[src/sv/vcs_pkg.sv]
package vcs_pkg;

   // Injector count and counter width.
   localparam int NUM_INJECTORS = 4;
   localparam int INJ_MAX       = 4;
   localparam int INJ_USED      = (NUM_INJECTORS < INJ_MAX) ? NUM_INJECTORS : INJ_MAX;
   localparam int COUNT_BITS    = 16;

   // Register layout.
   localparam int FIELD_BITS      = 16;
   localparam int INJ_TIMING_BITS = 48;
   localparam int FILT_TIMING_BITS = 64;
   localparam int CSR_DATA_BITS   = 64;
   localparam int CSR_INDEX_BITS  = 3;
   localparam int FILT_VALVES     = 3;
   localparam int PHASE_BITS      = 3;

   typedef enum logic [CSR_INDEX_BITS-1:0] {
      CSR_INJ_A_TIMING  = 3'd0,
      CSR_INJ_B_TIMING  = 3'd1,
      CSR_INJ_C_TIMING  = 3'd2,
      CSR_INJ_D_TIMING  = 3'd3,
      CSR_FILT_TIMING   = 3'd4,
      CSR_FILT_ENABLE   = 3'd5
   } csr_index_type;

   // Filtration phases, numbered as they appear on the result word.
   typedef enum logic [PHASE_BITS-1:0] {
      PH_FIRST_DELAY = 3'd1,
      PH_VALVE0_ON   = 3'd2,
      PH_DELAY_V1    = 3'd3,
      PH_VALVE1_ON   = 3'd4,
      PH_DELAY_V2    = 3'd5,
      PH_VALVE2_ON   = 3'd6,
      PH_PAUSE       = 3'd7
   } phase_type;

   // Counters of one injector, as held in the state memory.
   typedef struct packed {
      logic [COUNT_BITS-1:0] on_cnt;
      logic [COUNT_BITS-1:0] off_cnt;
      logic [COUNT_BITS-1:0] cyc_cnt;
   } inj_cnt_type;

   // One memory row carries the counters of every injector.
   typedef inj_cnt_type [INJ_USED-1:0] inj_row_type;

   typedef struct packed {
      logic        open;
      inj_cnt_type cnt;
   } inj_lane_type;

   // Control from the top level to the filtration sequencer.
   typedef struct packed {
      logic step;
      logic enable;
   } filt_ctrl_type;

   // State of the filtration sequencer after the current tick.
   typedef struct packed {
      logic [FILT_VALVES-1:0] valves;
      phase_type              phase;
   } filt_status_type;

   // One tick of a single injector while fertigation runs.
   function automatic inj_lane_type inj_step(inj_lane_type cur,
                                             logic [INJ_TIMING_BITS-1:0] timing);
      logic [COUNT_BITS-1:0] on_per;
      logic [COUNT_BITS-1:0] off_per;
      logic [COUNT_BITS-1:0] budget;
      inj_lane_type          nxt;
      on_per  = timing[0*FIELD_BITS +: COUNT_BITS];
      off_per = timing[1*FIELD_BITS +: COUNT_BITS];
      budget  = timing[2*FIELD_BITS +: COUNT_BITS];
      nxt     = cur;
      if (cur.open) begin
         if (cur.cnt.on_cnt == on_per) begin
            nxt.open        = 1'b0;
            nxt.cnt.on_cnt  = '0;
            nxt.cnt.off_cnt = cur.cnt.off_cnt + 1'b1;
            nxt.cnt.cyc_cnt = cur.cnt.cyc_cnt + 1'b1;
         end else begin
            nxt.cnt.on_cnt  = cur.cnt.on_cnt + 1'b1;
         end
      end else if (cur.cnt.off_cnt == off_per) begin
         // Reopen only while the cycle budget lasts; otherwise the off count holds.
         if (cur.cnt.cyc_cnt < budget) begin
            nxt.open        = 1'b1;
            nxt.cnt.on_cnt  = cur.cnt.on_cnt + 1'b1;
            nxt.cnt.off_cnt = '0;
         end
      end else begin
         nxt.cnt.off_cnt = cur.cnt.off_cnt + 1'b1;
      end
      return nxt;
   endfunction

endpackage

[src/sv/vcs_filt_seq.sv]
module vcs_filt_seq (
   input  logic                             clock,
   input  logic                             reset,
   input  vcs_pkg::filt_ctrl_type           ctrl,
   input  logic [vcs_pkg::FILT_TIMING_BITS-1:0] timing,
   output vcs_pkg::filt_status_type         status_next
);
   import vcs_pkg::*;

   phase_type              phase_ff, phase_in;
   logic [COUNT_BITS-1:0]  tick_ff, tick_in;
   logic [FILT_VALVES-1:0] valves_ff, valves_in;

   logic [COUNT_BITS-1:0]  tick_inc;
   logic [COUNT_BITS-1:0]  target;
   logic [FILT_VALVES-1:0] open_next;
   phase_type              phase_adv;
   logic                   known;

   // State register; the sequence moves only when a word passes the update stage.
   always_ff @(posedge clock) begin
      if (reset) begin
         phase_ff  <= PH_FIRST_DELAY;
         tick_ff   <= '0;
         valves_ff <= '0;
      end else if (ctrl.step) begin
         phase_ff  <= phase_in;
         tick_ff   <= tick_in;
         valves_ff <= valves_in;
      end
   end

   // Target, valve action and successor of the current phase.
   always_comb begin
      known     = 1'b1;
      target    = '0;
      open_next = valves_ff;
      phase_adv = phase_ff;
      case (phase_ff)
         PH_FIRST_DELAY: begin
            target       = timing[0*FIELD_BITS +: COUNT_BITS];
            open_next[0] = 1'b1;
            phase_adv    = PH_VALVE0_ON;
         end
         PH_VALVE0_ON: begin
            target       = timing[1*FIELD_BITS +: COUNT_BITS];
            open_next[0] = 1'b0;
            phase_adv    = PH_DELAY_V1;
         end
         PH_DELAY_V1: begin
            target       = timing[2*FIELD_BITS +: COUNT_BITS];
            open_next[1] = 1'b1;
            phase_adv    = PH_VALVE1_ON;
         end
         PH_VALVE1_ON: begin
            target       = timing[1*FIELD_BITS +: COUNT_BITS];
            open_next[1] = 1'b0;
            phase_adv    = PH_DELAY_V2;
         end
         PH_DELAY_V2: begin
            target       = timing[2*FIELD_BITS +: COUNT_BITS];
            open_next[2] = 1'b1;
            phase_adv    = PH_VALVE2_ON;
         end
         PH_VALVE2_ON: begin
            target       = timing[1*FIELD_BITS +: COUNT_BITS];
            open_next[2] = 1'b0;
            phase_adv    = PH_PAUSE;
         end
         PH_PAUSE: begin
            target       = timing[3*FIELD_BITS +: COUNT_BITS];
            phase_adv    = PH_FIRST_DELAY;
         end
         default: begin
            known        = 1'b0;
         end
      endcase
   end

   // Next state: count the tick while enabled (else clear it), and step the phase when its target is reached.
   always_comb begin
      tick_inc  = tick_ff + 1'b1;
      tick_in   = tick_inc;
      phase_in  = phase_ff;
      valves_in = valves_ff;
      if (!ctrl.enable) begin
         tick_in = '0;
      end else if (known && (tick_inc == target)) begin
         tick_in   = '0;
         valves_in = open_next;
         phase_in  = phase_adv;
      end
      status_next.valves = valves_in;
      status_next.phase  = phase_in;
   end

endmodule

[src/sv/valve_cycle_sequencer_core.sv]
// A request word passes the update stage and then the output register before its result word is presented.
// Throughput: one request word per cycle while the result side does not stall; the single-row
// counter memory is read at acceptance and written back as the word leaves the update
// stage, with forwarding for back-to-back words.
// Reset is synchronous and active high; it closes every valve, returns the filtration
// sequence to its first phase and clears the configuration and control registers. The counter memory needs no
// clearing pass: a row-valid flag makes it read as zero until first written.
module valve_cycle_sequencer_core (
   input  logic                              clock,
   input  logic                              reset,
   input  logic                              req_valid,
   output logic                              req_stall,
   input  logic                              req_fertigation_on,
   input  logic                              req_start_fertigation,
   output logic                              rsp_valid,
   input  logic                              rsp_stall,
   output logic [3:0]                        rsp_injector_valves,
   output logic [vcs_pkg::FILT_VALVES-1:0]   rsp_filtration_valves,
   output logic [vcs_pkg::PHASE_BITS-1:0]    rsp_filtration_phase,
   input  logic                              csr_write_enable,
   input  logic [vcs_pkg::CSR_INDEX_BITS-1:0] csr_index,
   input  logic [vcs_pkg::CSR_DATA_BITS-1:0] csr_wdata
);
   import vcs_pkg::*;

   // Configuration registers.
   logic [INJ_TIMING_BITS-1:0]  inj_timing_ff [INJ_MAX];
   logic [FILT_TIMING_BITS-1:0] filt_timing_ff;
   logic                        filt_enable_ff;

   // Update stage and forwarding.
   logic                 s1_valid_ff;
   logic                 s1_fert_ff;
   logic                 s1_start_ff;
   logic                 row_valid_ff;
   logic                 rd_valid_ff;
   logic                 fwd_sel_ff;
   inj_row_type          rd_row_ff;
   inj_row_type          fwd_row_ff;
   inj_row_type          inj_mem [0:0];
   logic [INJ_USED-1:0]  inj_open_ff, inj_open_in;

   inj_row_type          cur_row;
   inj_row_type          row_in;
   inj_lane_type         lane_cur [INJ_USED];
   inj_lane_type         lane_nxt [INJ_USED];

   // Output register.
   logic                   rsp_valid_ff;
   logic [3:0]             rsp_inj_ff;
   logic [3:0]             inj_word;
   logic [FILT_VALVES-1:0] rsp_filt_ff;
   logic [PHASE_BITS-1:0]  rsp_phase_ff;

   logic            req_accept;
   logic            s1_adv;
   filt_ctrl_type   filt_ctrl;
   filt_status_type filt_next;

   // Handshake: the update stage moves on whenever the output register is free.
   assign s1_adv     = s1_valid_ff && (!rsp_valid_ff || !rsp_stall);
   assign req_stall  = s1_valid_ff && !s1_adv;
   assign req_accept = req_valid && !req_stall;

   // Configuration writes; indexes beyond the list are ignored.
   always_ff @(posedge clock) begin
      if (reset) begin
         for (int i = 0; i < INJ_MAX; i++) begin
            inj_timing_ff[i] <= '0;
         end
         filt_timing_ff <= '0;
         filt_enable_ff <= 1'b0;
      end else if (csr_write_enable) begin
         case (csr_index_type'(csr_index))
            CSR_INJ_A_TIMING: inj_timing_ff[0] <= csr_wdata[INJ_TIMING_BITS-1:0];
            CSR_INJ_B_TIMING: inj_timing_ff[1] <= csr_wdata[INJ_TIMING_BITS-1:0];
            CSR_INJ_C_TIMING: inj_timing_ff[2] <= csr_wdata[INJ_TIMING_BITS-1:0];
            CSR_INJ_D_TIMING: inj_timing_ff[3] <= csr_wdata[INJ_TIMING_BITS-1:0];
            CSR_FILT_TIMING:  filt_timing_ff   <= csr_wdata[FILT_TIMING_BITS-1:0];
            CSR_FILT_ENABLE:  filt_enable_ff   <= csr_wdata[0];
            default: ;
         endcase
      end
   end

   // Update stage control.
   always_ff @(posedge clock) begin
      if (reset) begin
         s1_valid_ff  <= 1'b0;
         row_valid_ff <= 1'b0;
         rd_valid_ff  <= 1'b0;
         fwd_sel_ff   <= 1'b0;
         inj_open_ff  <= '0;
      end else begin
         if (req_accept) begin
            s1_valid_ff <= 1'b1;
            rd_valid_ff <= row_valid_ff;
            fwd_sel_ff  <= s1_adv;
         end else if (s1_adv) begin
            s1_valid_ff <= 1'b0;
         end
         if (s1_adv) begin
            row_valid_ff <= 1'b1;
            inj_open_ff  <= inj_open_in;
         end
      end
   end

   // Request word capture and forwarding copy of the row being written.
   always_ff @(posedge clock) begin
      if (req_accept) begin
         s1_fert_ff  <= req_fertigation_on;
         s1_start_ff <= req_start_fertigation;
      end
      if (s1_adv) begin
         fwd_row_ff <= row_in;
      end
   end

   // Counter memory: read when a word is accepted, written back when it leaves.
   always_ff @(posedge clock) begin
      if (req_accept) begin
         rd_row_ff <= inj_mem[0];
      end
      if (s1_adv) begin
         inj_mem[0] <= row_in;
      end
   end

   // Pick the current row: a write at the read edge wins over the memory data.
   always_comb begin
      if (fwd_sel_ff) begin
         cur_row = fwd_row_ff;
      end else if (rd_valid_ff) begin
         cur_row = rd_row_ff;
      end else begin
         cur_row = '0;
      end
   end

   // Injector lanes: start request, normal tick, or hold.
   always_comb begin
      for (int i = 0; i < INJ_USED; i++) begin
         lane_cur[i].open = inj_open_ff[i];
         lane_cur[i].cnt  = cur_row[i];
         lane_nxt[i]      = inj_step(lane_cur[i], inj_timing_ff[i]);
         if (s1_start_ff) begin
            row_in[i]      = '0;
            inj_open_in[i] = 1'b1;
         end else if (s1_fert_ff) begin
            row_in[i]      = lane_nxt[i].cnt;
            inj_open_in[i] = lane_nxt[i].open;
         end else begin
            row_in[i]      = cur_row[i];
            inj_open_in[i] = inj_open_ff[i];
         end
      end
   end

   // Filtration sequencer steps with every word that leaves the update stage.
   assign filt_ctrl.step   = s1_adv;
   assign filt_ctrl.enable = filt_enable_ff;

   vcs_filt_seq u_filt_seq (
      .clock       (clock),
      .reset       (reset),
      .ctrl        (filt_ctrl),
      .timing      (filt_timing_ff),
      .status_next (filt_next)
   );

   // Injector valve bits, unused positions closed.
   always_comb begin
      inj_word                 = '0;
      inj_word[INJ_USED-1:0]   = inj_open_in;
   end

   // Output register.
   always_ff @(posedge clock) begin
      if (reset) begin
         rsp_valid_ff <= 1'b0;
      end else if (s1_adv) begin
         rsp_valid_ff <= 1'b1;
      end else if (!rsp_stall) begin
         rsp_valid_ff <= 1'b0;
      end
   end

   always_ff @(posedge clock) begin
      if (s1_adv) begin
         rsp_inj_ff   <= inj_word;
         rsp_filt_ff  <= filt_next.valves;
         rsp_phase_ff <= filt_next.phase;
      end
   end

   assign rsp_valid             = rsp_valid_ff;
   assign rsp_injector_valves   = rsp_inj_ff;
   assign rsp_filtration_valves = rsp_filt_ff;
   assign rsp_filtration_phase  = rsp_phase_ff;

endmodule

[config.mk]
export PLATFORM = sky130hd
export DESIGN_NAME = valve_cycle_sequencer_core
export DESIGN_NICKNAME = d
export VERILOG_FILES = /design/src/sv/vcs_pkg.sv /design/src/sv/vcs_filt_seq.sv /design/src/sv/valve_cycle_sequencer_core.sv
export SDC_FILE = /design/constraint.sdc
export NUM_CORES = 2
export LEC_CHECK = 0
export BUFFER_PORTS_ARGS = -buffer_cell sky130_fd_sc_hd__clkbuf_2
export CAP_MARGIN = 20
export CELL_PAD_IN_SITES_DETAIL_PLACEMENT = 1
export CELL_PAD_IN_SITES_GLOBAL_PLACEMENT = 1
export CORE_ASPECT_RATIO = 0.5
export CORE_MARGIN = 3
export CORE_UTILIZATION = 39
export DETAILED_ROUTE_END_ITERATION = 12
export PLACE_DENSITY_LB_ADDON = 0.1
export SYNTH_ARGS = -nofsm -noshare
export SYNTH_HDL_FRONTEND = slang
export SYNTH_SLANG_ARGS = --single-unit
[constraint.sdc]
create_clock -name clock -period 8.9 [get_ports clock]
set_input_delay 0.89 -clock clock [delete_from_list [all_inputs] [get_ports clock]]
set_output_delay 0.89 -clock clock [all_outputs]
set_load 0.005 [all_outputs]
==> Implementation_results.wiki <==
{| class="wikitable"
! Metric !! Value
|-
| Grt total ovfl || 0
|-
| Overall fraction of global-route tracks in use || 24.1%
|-
| Vert. Die Dim || 225 um
|-
| Final #Nets || 3777
|-
| TritonCTS clock tree || done
|-
| Pin count of the biggest net entering global routing || 152
|-
| Buffers from clock root to sink, at most || 3
|-
| Number of enable-type register cells in the synthesized netlist || 588
|-
| Worst Path Max Fanout || 98
|-
| Post-synth design cell area || 0.0375 mm2
|-
| Die ar. || 0.100 mm2
|-
| Non-filler instance count after layout || 4937
|-
| Sinks on Clock Net || 684
|-
| Ports placed on the boundary || 86
|-
| Number of setup buffers added after CTS || 0
|-
| Final setup fails || 0
|-
| Hold path depth || 1
|-
| Weighted congestion at the end of routability-driven global placement || 0.841
|-
| Post-route DRC || 0
|-
| Sequential fraction of the synthesis area || 52.2%
|-
| Maximum resistive drop on vdd || 0.145 mV
|-
| Setup repair after global routing missed its margin || false
|-
| Final worst setup slack || 3.19 ns
|-
| Number of distinct library cells after synthesis || 106
|-
| Clock input transition at the sequential cells of the worst setup and hold paths || 0.07 ns
|-
| Static Leakage || 14.7 nW
|-
| Vias in the first global route || 29.7k
|-
| Clock Latency Late Sink || 0.66 ns
|-
| Slew at the pin closest to its max-slew limit || 1.19 ns
|-
| Number of antenna violations at the first check in global routing || 24
|-
| Antenna viol nets, final || 0
|-
| Worst setup EP type || register
|-
| Most common library cell in the layout ignoring fill and taps || edfxtp_1
|-
| Fraction of final layout cells sized beyond drive strength 1 || 9.03%
|-
| Final HPWL from detailed placement || 80900 um
|-
| Type of origin of the critical path || register
|-
| Setup total negative slack || 0 ns
|-
| Most instantiated flip-flop cell in the synthesis netlist || edfxtp_1
|-
| Max_cap viols || 0
|-
| Post-placement cell count || 4809
|-
| Placeable core region || 0.0941 mm2
|-
| Clock buffer count from CTS || 70
|-
| Achievable Freq || 0.175 GHz
|-
| Initial core utilization || 39.8%
|-
| Warnings from Yosys || 0
|-
| Max transition margin || 20.6%
|-
| Share of the clock period used by the worst path || 64.1%
|-
| Overall via count from detail_route || 29.6k
|-
| Number of nets produced by synthesis || 3791
|-
| First-iteration detailed-routing DRC count || 2481
|-
| Hold Buf Count CTS || 0
|-
| DR vias/cell || 5.99
|-
| Final hold violation count || 0
|-
| Aggregate routed wire length || 122000 um
|-
| Final Max Tran Viols || 0
|-
| Synthesized instance count || 3640
|-
| Number of levels the H-tree was split into || 3
|-
| Data arrival, critical path || 6.19 ns
|-
| Reg2Reg Depth || 14
|-
| Share of flip-flops with an asynchronous set or reset after synthesis || 0%
|-
| Clock tree root driver cell || clkbuf_16
|-
| Top library cells by usage in the layout, fill and taps aside || edfxtp_1, nand2_1, and2_1
|-
| Average instance area after synthesis || 10.3 um2
|-
| Shortest clock period the worst path allows after layout || 5.71 ns
|-
| First drt pass iteration count || 7
|-
| I/O Buffers || 85
|-
| Startpoint-to-endpoint class of the critical path || register to register
|-
| Die span in x || 444 um
|-
| Number of placement rows || 79
|-
| Outcome || completed
|-
| Required time worst endpoint || 9.39 ns
|-
| Detailed-route wire length per cell || 24.7 um
|-
| Power density of the placed cells || 181 mW/mm2
|-
| Global-route wire length before repair || 185000 um
|-
| Post-route clock skew || 0.0240 ns
|-
| Pre-CTS setup slack || 3.20 ns
|-
| Type of the most critical hold path || primary input to register
|-
| Flop and latch count out of synthesis || 684
|-
| Post-cts sizing count || 0
|-
| Synthesis-to-finish area growth || 9.82%
|}
[kinds of logic (layout without fill, tap and decap cells)]
kind of cell | Yosys count | in the layout | synth area share, %
other | 0 | 4 | 0
DFF | 684 | 684 | 52.2
and+or+nand+nor | 1635 | 1635 | 24.1
adders and majority gates | 77 | 77 | 2.57
buffers and inverters | 337 | 375 | 4.07
AOI/OAI and AO/OA | 796 | 796 | 14.4
xor gates and xnor gates | 97 | 97 | 2.27
muxes | 14 | 14 | 0.390
[per-stage QoR]
stage               hold WS, ns  cell area, um2  power, mW  utilization, %
floorplan                 0.427           37500       4.17               -
global placement          0.430           38800       4.39            41.3
detailed placement        0.433           38900       4.41            41.3
CTS                       0.361           41200       7.51            43.7
global route              0.369           41200       7.71            43.7
finish                    0.416           41200       7.44            43.8
[synthesized netlist by cell type (77+ instances only)]
cell type	count	share of area, %
nand3b_1	105	2.1
and3_1	131	2.2
a21oi_1	245	3.3
edfxtp_1	588	47
o21ai_0	110	1.5
dfxtp_1	96	5.1
clkbuf_1	129	1.3
and2_1	278	4.6
nand3_1	135	1.8
nor2_1	142	1.4
nor3_1	84	1.1
ha_1	77	2.6
inv_1	118	1.2
nand2_1	450	4.5
[worst max-delay path, cell delays in order (launching register included)]
cell and delay, ns:
dfxtp_4 0.94, buf_4 0.89, buf_4 0.70, nand2_1 0.23, and2_1 0.23, inv_1 0.13
ha_1 0.19, inv_1 0.07, a221oi_1 0.45, nand4_1 0.21, nor3_1 0.41, nand3_1 0.20
or3_1 0.37, or3_1 0.32, o211ai_1 0.10
[registers in the layout (all words and copies together), names as in the netlist, 3 cells and up]
name	cells
fwd_row_ff	180
inj_timing_ff	192
u_filt_seq.phase_ff	3
inj_open_ff	4
u_filt_seq.tick_ff	16
u_filt_seq.valves_ff	3
rsp_injector_valves	4
rsp_filtration_phase	3
inj_mem	12
rsp_filtration_valves	3
rd_row_ff	192
filt_timing_ff	64
[per-layer routing]
metal  vias to the layer above  track usage (%)  part of all wire [%]
li1                      13600                -                     -
met1                     15100             34.6                    48
met2                       650             38.9                    46
met3                       142             3.52                   5.2
met4                         0             5.05                   1.7
met5                         -                0                     0
[final timing paths]
path                           startpoint                            end  slack, ns
min reg2reg  fwd_row_ff[75]$_SDFFCE_PP0P_        rd_row_ff[75]$_DFFE_PP_       0.45
max reg2reg       fwd_sel_ff$_SDFFE_PP0P_  fwd_row_ff[126]$_SDFFCE_PP0P_       3.19
min                    req_fertigation_on           s1_fert_ff$_DFFE_PP_       0.42
max               fwd_sel_ff$_SDFFE_PP0P_  fwd_row_ff[126]$_SDFFCE_PP0P_       3.19
[report_power, final]
group	internal [mW]	switching [mW]	total, mW	leakage, nW
logic	0.177	0.435	0.612	7.05
registers	3.65	0.0851	3.73	6.51
clock network	1.74	1.36	3.09	1.13
[cell type report]
type | count | area (um2)
well taps | 1255 | 1570
flip-flops and latches | 684 | 19600
inverters | 121 | 469
clock inverters | 37 | 387
fillers | 10400 | 52900
clock buffers | 87 | 1910
repair buffers | 130 | 811
diodes | 4 | 10.0
multi-input cells | 2619 | 16400
No activity file was read; power rests on OpenSTA's default activity.
